<file path="src/design/qwir_pkg.sv">
// ----------------------------------------------------------------------------
// qwir_pkg
// Request and status codes for the queue with indexed remove.
// ----------------------------------------------------------------------------
package qwir_pkg;

  localparam logic [1:0] REQ_APPEND = 2'd0;
  localparam logic [1:0] REQ_POP    = 2'd1;
  localparam logic [1:0] REQ_REMOVE = 2'd2;
  localparam logic [1:0] REQ_NOP    = 2'd3;

  localparam logic [1:0] ST_OK    = 2'd0;
  localparam logic [1:0] ST_FULL  = 2'd1;
  localparam logic [1:0] ST_EMPTY = 2'd2;
  localparam logic [1:0] ST_RANGE = 2'd3;

  typedef struct packed {
    logic we;
  } qwir_wctl_t;

endpackage

</file>
<file path="src/design/qwir_ram.sv">
// ----------------------------------------------------------------------------
// qwir_ram
// Entry store: one write port, one read port with registered read data.
// ----------------------------------------------------------------------------
module qwir_ram
  import qwir_pkg::*;
#(
  parameter int DEPTH      = 16,
  parameter int DATA_WIDTH = 32,
  parameter int AW         = $clog2(DEPTH)
) (
  input  logic                  clk,
  input  qwir_wctl_t            wctl,
  input  logic [AW-1:0]         waddr,
  input  logic [DATA_WIDTH-1:0] wdata,
  input  logic [AW-1:0]         raddr,
  output logic [DATA_WIDTH-1:0] rdata
);

  logic [DATA_WIDTH-1:0] mem [DEPTH];

  always_ff @(posedge clk) begin
    if (wctl.we) begin
      mem[waddr] <= wdata;
    end
    rdata <= mem[raddr];
  end

endmodule

</file>
<file path="src/design/fifo_queue_with_indexed_remove.sv">
// ----------------------------------------------------------------------------
// fifo_queue_with_indexed_remove
// Bounded queue in a circular memory; indexed remove shifts later entries.
//
//   channel | signals                                   | direction
//   in      | in_valid, in_stall, req_type, value,      | into block
//           | position                                  |
//   out     | out_valid, out_stall, status, count,      | out of block
//           | is_empty, head_value                      |
//
// Append and pop pass through the write or pointer move, the head read and
// the capture. Remove at position p with 0 < p < count-1 moves each later
// entry down by one: a memory read, then a write through the write port.
// Remove at the head or the tail, and flagged requests, skip the shift.
// Reset clears count and head pointer; memory contents are not cleared.
// A new item is taken while a result waits; a stalled result holds the block
// in the capture state until taken.
// ----------------------------------------------------------------------------
module fifo_queue_with_indexed_remove
  import qwir_pkg::*;
#(
  parameter int DEPTH      = 16,
  parameter int DATA_WIDTH = 32
) (
  input  logic               clk,
  input  logic               rst,
  input  logic               in_valid,
  output logic               in_stall,
  input  logic [1:0]         req_type,
  input  logic signed [31:0] value,
  input  logic [3:0]         position,
  output logic               out_valid,
  input  logic               out_stall,
  output logic [1:0]         status,
  output logic [4:0]         count,
  output logic               is_empty,
  output logic signed [31:0] head_value
);

  localparam int AW = $clog2(DEPTH);
  localparam int CW = $clog2(DEPTH + 1);

  localparam logic [2:0] S_IDLE = 3'd0;
  localparam logic [2:0] S_RD   = 3'd1;
  localparam logic [2:0] S_WR   = 3'd2;
  localparam logic [2:0] S_HEAD = 3'd3;
  localparam logic [2:0] S_CAP  = 3'd4;

  logic [2:0]            state, state_next;
  logic [AW-1:0]         head, head_next;
  logic [CW-1:0]         cnt, cnt_next;
  logic [AW-1:0]         idx, idx_next;
  logic [1:0]            st, st_next;
  qwir_wctl_t            wctl;
  logic [AW-1:0]         waddr, raddr;
  logic [DATA_WIDTH-1:0] wdata, rdata;
  logic [31:0]           cnt32, pos32, idx32;
  logic [63:0]           val64, head64;
  logic                  accept, load_out;

  function automatic logic [AW-1:0] phys(input logic [AW-1:0] h, input logic [AW:0] l);
    logic [AW+1:0] s;
    s = {2'b0, h} + {1'b0, l};
    if (s >= (AW+2)'(DEPTH)) begin
      s = s - (AW+2)'(DEPTH);
    end
    return s[AW-1:0];
  endfunction

  qwir_ram #(.DEPTH(DEPTH), .DATA_WIDTH(DATA_WIDTH), .AW(AW)) u_ram (
    .clk  (clk),
    .wctl (wctl),
    .waddr(waddr),
    .wdata(wdata),
    .raddr(raddr),
    .rdata(rdata)
  );

  assign cnt32    = 32'(cnt);
  assign pos32    = 32'(position);
  assign idx32    = 32'(idx);
  assign val64    = {32'b0, value};
  assign in_stall = (state != S_IDLE);
  assign accept   = in_valid && (state == S_IDLE);
  assign load_out = (state == S_CAP) && (!out_valid || !out_stall);
  assign head64   = 64'(signed'(rdata));

  always_comb begin
    state_next = state;
    head_next  = head;
    cnt_next   = cnt;
    idx_next   = idx;
    st_next    = st;
    wctl.we    = 1'b0;
    waddr      = head;
    wdata      = val64[DATA_WIDTH-1:0];
    raddr      = head;
    case (state)
      S_IDLE: begin
        if (accept) begin
          st_next    = ST_OK;
          state_next = S_HEAD;
          case (req_type)
            REQ_APPEND: begin
              if (cnt32 >= 32'(DEPTH)) begin
                st_next = ST_FULL;
              end else begin
                wctl.we  = 1'b1;
                waddr    = phys(head, (AW+1)'(cnt));
                cnt_next = cnt + 1'b1;
              end
            end
            REQ_POP: begin
              if (cnt == '0) begin
                st_next = ST_EMPTY;
              end else begin
                head_next = phys(head, (AW+1)'(1));
                cnt_next  = cnt - 1'b1;
              end
            end
            REQ_REMOVE: begin
              if (cnt == '0) begin
                st_next = ST_EMPTY;
              end else if (pos32 >= cnt32) begin
                st_next = ST_RANGE;
              end else if (pos32 == 0) begin
                head_next = phys(head, (AW+1)'(1));
                cnt_next  = cnt - 1'b1;
              end else if (pos32 + 1 == cnt32) begin
                cnt_next = cnt - 1'b1;
              end else begin
                idx_next   = pos32[AW-1:0];
                state_next = S_RD;
              end
            end
            default: begin
            end
          endcase
        end
      end
      S_RD: begin
        raddr      = phys(head, {1'b0, idx} + 1'b1);
        state_next = S_WR;
      end
      S_WR: begin
        wctl.we  = 1'b1;
        waddr    = phys(head, {1'b0, idx});
        wdata    = rdata;
        idx_next = idx + 1'b1;
        if (idx32 + 2 >= cnt32) begin
          cnt_next   = cnt - 1'b1;
          state_next = S_HEAD;
        end else begin
          state_next = S_RD;
        end
      end
      S_HEAD: begin
        state_next = S_CAP;
      end
      S_CAP: begin
        if (load_out) begin
          state_next = S_IDLE;
        end
      end
      default: begin
        state_next = S_IDLE;
      end
    endcase
  end

  always_ff @(posedge clk) begin
    if (rst) begin
      state     <= S_IDLE;
      head      <= '0;
      cnt       <= '0;
      out_valid <= 1'b0;
    end else begin
      state <= state_next;
      head  <= head_next;
      cnt   <= cnt_next;
      if (load_out) begin
        out_valid <= 1'b1;
      end else if (!out_stall) begin
        out_valid <= 1'b0;
      end
    end
  end

  always_ff @(posedge clk) begin
    idx <= idx_next;
    st  <= st_next;
    if (load_out) begin
      status     <= st;
      count      <= cnt32[4:0];
      is_empty   <= (cnt == '0);
      head_value <= (cnt == '0) ? 32'sd0 : signed'(head64[31:0]);
    end
  end

endmodule
</file>
<file path="config.mk">
export PLATFORM = sky130hd
export DESIGN_NAME = fifo_queue_with_indexed_remove
export DESIGN_NICKNAME = d
export VERILOG_FILES = /design/src/design/qwir_pkg.sv /design/src/design/qwir_ram.sv /design/src/design/fifo_queue_with_indexed_remove.sv
export SDC_FILE = /design/constraint.sdc
export NUM_CORES = 1
export LEC_CHECK = 0
export ABC_AREA = 1
export BUFFER_PORTS_ARGS = -buffer_cell sky130_fd_sc_hd__buf_2
export CORE_MARGIN = 1
export CORE_UTILIZATION = 53
export CTS_CLUSTER_DIAMETER = 150
export DETAILED_ROUTE_END_ITERATION = 7
export PLACE_DENSITY = 0.68
export SETUP_SLACK_MARGIN = 0.3
export SYNTH_ARGS = -nofsm -noshare
export SYNTH_HDL_FRONTEND = slang
export SYNTH_SLANG_ARGS = --single-unit
</file>
<file path="constraint.sdc">
create_clock -name clk -period 3.9 [get_ports clk]
set_input_delay 0.39 -clock clk [delete_from_list [all_inputs] [get_ports clk]]
set_output_delay 0.39 -clock clk [all_outputs]
set_load 0.02 [all_outputs]
</file>
After elaboration in Yosys (flattened, before gate mapping)
Memories as Yosys holds them, arrays and structs flattened. A register that Yosys moved wholly into a read port is not among the register bits.
Index checks and enable logic that the tools add are counted.

cells by class
  $add $sub $neg = 14
  $mul = 0
  div/mod/pow operators = 0
  $lt $le $gt $ge = 7
  eq/ne operators = 26
  shifts and indexed selects = 0
  multiplexer cells = 54
  bitwise gates (word level) = 0
  reduce and logical (&&, ||, !) cells = 17

operator list
  operator               number
  $mux W4                18
  $mux W5                8
  $logic_not A32 Y1      1
  $mux W32               1
  $pmux W4 S2            3
  $ne A2 B2 Y1 const B   11
  $mux W2                9
  $sub A4 B1 Y4 const B  4
  $add A4 B1 Y5 const B  3
  $ge A5 B5 Y1 const B   3
  $pmux W3 S5            1
  $pmux W5 S3            1
  $reduce_and A7 Y1      2
  $add A4 B5 Y6          2
  $ge A6 B5 Y1 const B   2
  $ne A3 B3 Y1 const B   4
  $pmux W5 S2            1
  $reduce_and A9 Y1      1
  $mux W1                8
  $eq A3 B2 Y1 const B   2
  $mux W3                2
  $pmux W2 S3            1
  $add A4 B2 Y5 const B  1
  $add A4 B4 Y5          1
  other kinds (23)       28

storage, ports and cells
  flip-flop bits (word level) = 59
  bits in latches = 0
  memory bits (writable) = 512
  ROM bits = 0
  input port bits = 42
  output and inout port bits = 42
  memories kept = 1

memory list
  name       words  width  read ports  clocked after Yosys merged registers in  wr ports  RTL line        source
  u_ram.mem  16     32     1           1                                        1         qwir_ram.sv:20  logic [DATA_WIDTH-1:0] mem [DEPTH];

Logic depth before layout (Yosys ltp)
  depth in word-level cells = 9
  depth in mapped cells = 15

Modules after synthesis
A second synthesis with hierarchy kept.

unflattened totals
  cells, all modules = 2,586
  area, all modules = 26,568.0 µm²

by module, submodules not included
  module                          instances  cells each  area an instance (µm²)  sequential area each (µm²)
  qwir_ram                        1          2,120       22,730.6                16,015.4
  fifo_queue_with_indexed_remove  1          466         3,837.4                 1,641.6

Least setup slack after synthesis
No wires, ideal clock.

  kind = register to register
  start = register idx[0]
  end = memory u_ram.mem[0][0], enable pin
  data arrival time = 3.009 ns
  required time = 3.479 ns
  slack = 0.469 ns
  cell stages (with the launch flop) = 9
  path buffers = 0
  cell sequence = edfxtp_1 ha_1 fa_1 xor2_1 nand2_1 o21ai_0 a21oi_2 nand4_1 nor2_1

on the way
  word-level cells in the longest chain between the ends = 4
  elaborated cells on any way between the ends = 5

ends and longest elaborated chain
  item                                           RTL line                                                                    source
  start, declared                                fifo_queue_with_indexed_remove.sv:52                                        logic [AW-1:0] idx, idx_next;
  start signal, assigned                         fifo_queue_with_indexed_remove.sv:190                                       idx <= idx_next;
  $add A4 B4 Y5 (*)                              fifo_queue_with_indexed_remove.sv:63                                        s = {2'b0, h} + {1'b0, l};
  $sub A4 B1 Y4 or $ge A5 B5 Y1 (tied branches)  fifo_queue_with_indexed_remove.sv:65, fifo_queue_with_indexed_remove.sv:64
  $mux W4 (*)                                    fifo_queue_with_indexed_remove.sv:64                                        if (s >= (AW+2)'(DEPTH)) begin
  $pmux W4 S2 (*)                                fifo_queue_with_indexed_remove.sv:98                                        case (state)
  end, declared                                  qwir_ram.sv:20

Every way passes the cells marked *; elsewhere a longest branch is shown, timed or not.

Worst setup path after layout
  start = register state[0]
  end = memory u_ram.mem[2][21], enable pin

on the way
  word-level cells in the longest chain between the ends = 6
  elaborated cells on any way between the ends = 9

ends and longest elaborated chain
  item                           RTL line                                                                    source
  start, declared                fifo_queue_with_indexed_remove.sv:49                                        logic [2:0] state, state_next;
  start signal, assigned         fifo_queue_with_indexed_remove.sv:178                                       state <= state_next;
  $logic_not A3 Y1               fifo_queue_with_indexed_remove.sv:84, fifo_queue_with_indexed_remove.sv:98
  $logic_and A1 B1 Y1            fifo_queue_with_indexed_remove.sv:84                                        assign accept = in_valid && (state == S_IDLE);
  $mux W1                        fifo_queue_with_indexed_remove.sv:100                                       if (accept) begin
  $pmux W1 S2                    fifo_queue_with_indexed_remove.sv:98
  $mux W1                        qwir_ram.sv:23                                                              if (wctl.we) begin
  $mux W1 (not written as such)  qwir_ram.sv:24                                                              mem[waddr] <= wdata;

Parallel ways exist; a longest one is shown, timed or not.

==> run metrics <==
run status complete, no violations; ANT nets after route 0; Fillers 3,478; GR peak layer met2; 1st-iter DRT viols 1,746; maximum clock rate 318.8 MHz; gp weighted congestion 0.8446; Yosys reg bits 603; total CTS buffers 58; most common flop cell mapped by yosys edfxtp_1; DR pass1 iterations 7; HPWL after detailed placement 30,710 µm; flop-to-flop setup slack 0.76 ns; nets 2,137; P&R area growth vs syn 14.16%; routed vias 15,710; CP Buf/Inv Count 2; total power 20.08 mW; Crit path required time 4.14 ns; # placed instances 2,604; post-synthesis mux area share 0.0004083; Post-Syn Instances 1,962; Final TNS setup 0 ns; Hold Violations, Final 0; Final setup viols 0; Worst Clk Skew 0.01090 ns; Post-Synth XOR/XNOR Area 0.005002; most frequent cells in the layout edfxtp_1 (558), nor2_1 (391), o21ai_0 (232); Syn Nets 2,035; Initial Utilization 0.5390; H-tree depth 2; simple-gate share of the synthesized area 0.1034; max-cap violations 0; Post-synth EDFFs 558; Clk Latency, worst-skew pair 0.61 ns; crit path max fanout 32; share of cells above drive strength 1 0.1335; vias in the first global route 15,450; CP max-delay cell buf_4; Setup crit end kind flip-flop; DRC 0; initial antenna violation count 0; Slew Limit Fails 0; cts hold-fix bufs 0; Startpoint Class flip-flop; All-Layer GR Usage 0.2425; P per Cell Area 717.6 nW/µm²; synthesized area 24,510 µm²; Yosys cell types 44; main combinational cell family by area after synthesis compound AO/OA/AOI/OAI gates; global-route wire length before repair 87,260 µm; final period utilization 0.8043; Crit path max-delay family simple AND/OR/NAND/NOR gates; Post-Layout Cell Count 2,712; I/O Pins 84; GR met2 Demand/Resource 0.3925; DR vias/cell 5.792; VDD IR-drop max 0.5032 mV; crit path DAT 3.38 ns; warning count from the yosys run 0; port bufs 83; Synth Area in Adders 0.01674; Hold Crit Class in -> reg; root buf cell clkbuf_16; DRT Wirelength 56,710 µm; commonest non-fill, non-tap cell in the layout edfxtp_1; setup repair after global routing missed its margin false; post-CTS sizing 0; die height 217.1 µm; M1 GR Usage 0.3377; met3 usage 0.03718; CTS tree done; largest net degree at the start of global routing 137; Worst slew margin 0.5415; number of diodes 0; worst path cell trace nor2_4, nand2_1, nor2_2, nand3_1, nand2_1, inv_1, a21oi_1, nand3_1, nor2_4, buf_4; FF+latch area 17,660 µm²; worst-margin pin slew 0.6877 ns; Max Root-Sink Buffers 3; sequential-to-total area share from yosys stat 0.7203; wire length per cell 20.91 µm; die area 47,120 µm²; Multi-input gate area 6076 µm²; clock slew at reported path FFs 0.06 ns; Cell Rows 78; Post-synth ARST share 0; Avg Cell Area, Syn 12.49 µm²; Pleak 9.811 nW; Chip Width 217.1 µm; postcts setup bufs 0; Synth Area in Compound Gates 0.1159; crit path kind reg -> reg; Sink Count 603; total congestion overflow 0; clock period minus final worst setup slack 3.137 ns; Critical Path Max Stage Delay 0.50 ns; Core ar. 45,480 µm²
[final timing paths]
path / from / endpoint / cells after the start
max reg2reg: state[0] / u_ram.mem[2][21] / 10
min: rst / head[3] / 2
max: state[0] / u_ram.mem[2][21] / 10
min reg2reg: st[0] / status[0] / 0
[cells in the mapped netlist (all sizes together), types with 2 or more instances]
cell type	instances	share of area
edfxtp	558	0.68
nor2	411	0.063
o21ai	327	0.068
nand2	133	0.021
inv	84	0.013
o211ai	80	0.024
buf	78	0.020
nand3	69	0.015
o221ai	48	0.017
dfxtp	45	0.037
clkbuf	36	0.0056
ha	28	0.014
a21oi	20	0.0042
nand4	12	0.0031
xor2	12	0.0043
fa	3	0.0024
nor3	3	0.00061
a31oi	2	0.00051
xnor2	2	0.00071
[state kept, by name, summed over array words and instances (netlist names)]
name,flops
out_valid,1
u_ram.rdata,32
state,3
status,2
st,2
count,5
is_empty,1
head_value,32
u_ram.mem,512
head,4
idx,4
cnt,5
[per-layer routing]
layer  vias to the layer above  wire, µm
met5                         -         0
met4                         0      1479
met3                       101      3573
met2                       558     26900
met1                      7726     24750
li1                       7323         -
[power by group]
| group | leakage [nW] | internal [mW] | total (mW) | switching [mW] |
|---|---|---|---|---|
| sequential | 5.42 | 8.26 | 8.50 | 0.235 |
| combinational | 3.39 | 1.65 | 5.64 | 3.99 |
| clock | 0.995 | 3.58 | 5.94 | 2.37 |
[stage by stage]
step	cell area [µm²]	util	setup slack [ns]	hold WS [ns]
floorplan	24510	-	0.4694	0.4003
finish	27990	0.6154	0.7634	0.06095
global placement	25960	0.5707	0.8652	0.4049
CTS	27990	0.6154	0.7973	0.01301
detailed placement	25960	0.5707	0.8161	0.4056
global route	27990	0.6154	0.5958	0.03733
[final cells by class]
cell class / instances / share of cell area
Clock buffer: 70 / 0.05454
Clock inverter: 38 / 0.01802
Inverter: 85 / 0.01149
Multi-Input combinational cell: 1160 / 0.2171
Sequential cell: 603 / 0.6309
Tap cell: 600 / 0.02682
Timing Repair Buffer: 156 / 0.04113
[logic make-up (layout without fill, tap and decap cells)]
group	count (synthesis)	count (layout)
AND/OR/NAND/NOR	632	632
flip-flops	603	603
AO/OA/AOI/OAI	482	482
buffers and inverters	199	349
adder cells (fa/ha/maj)	31	31
XOR/XNOR	14	14
multiplexers	1	1
No activity file was read; power rests on OpenSTA's default activity.
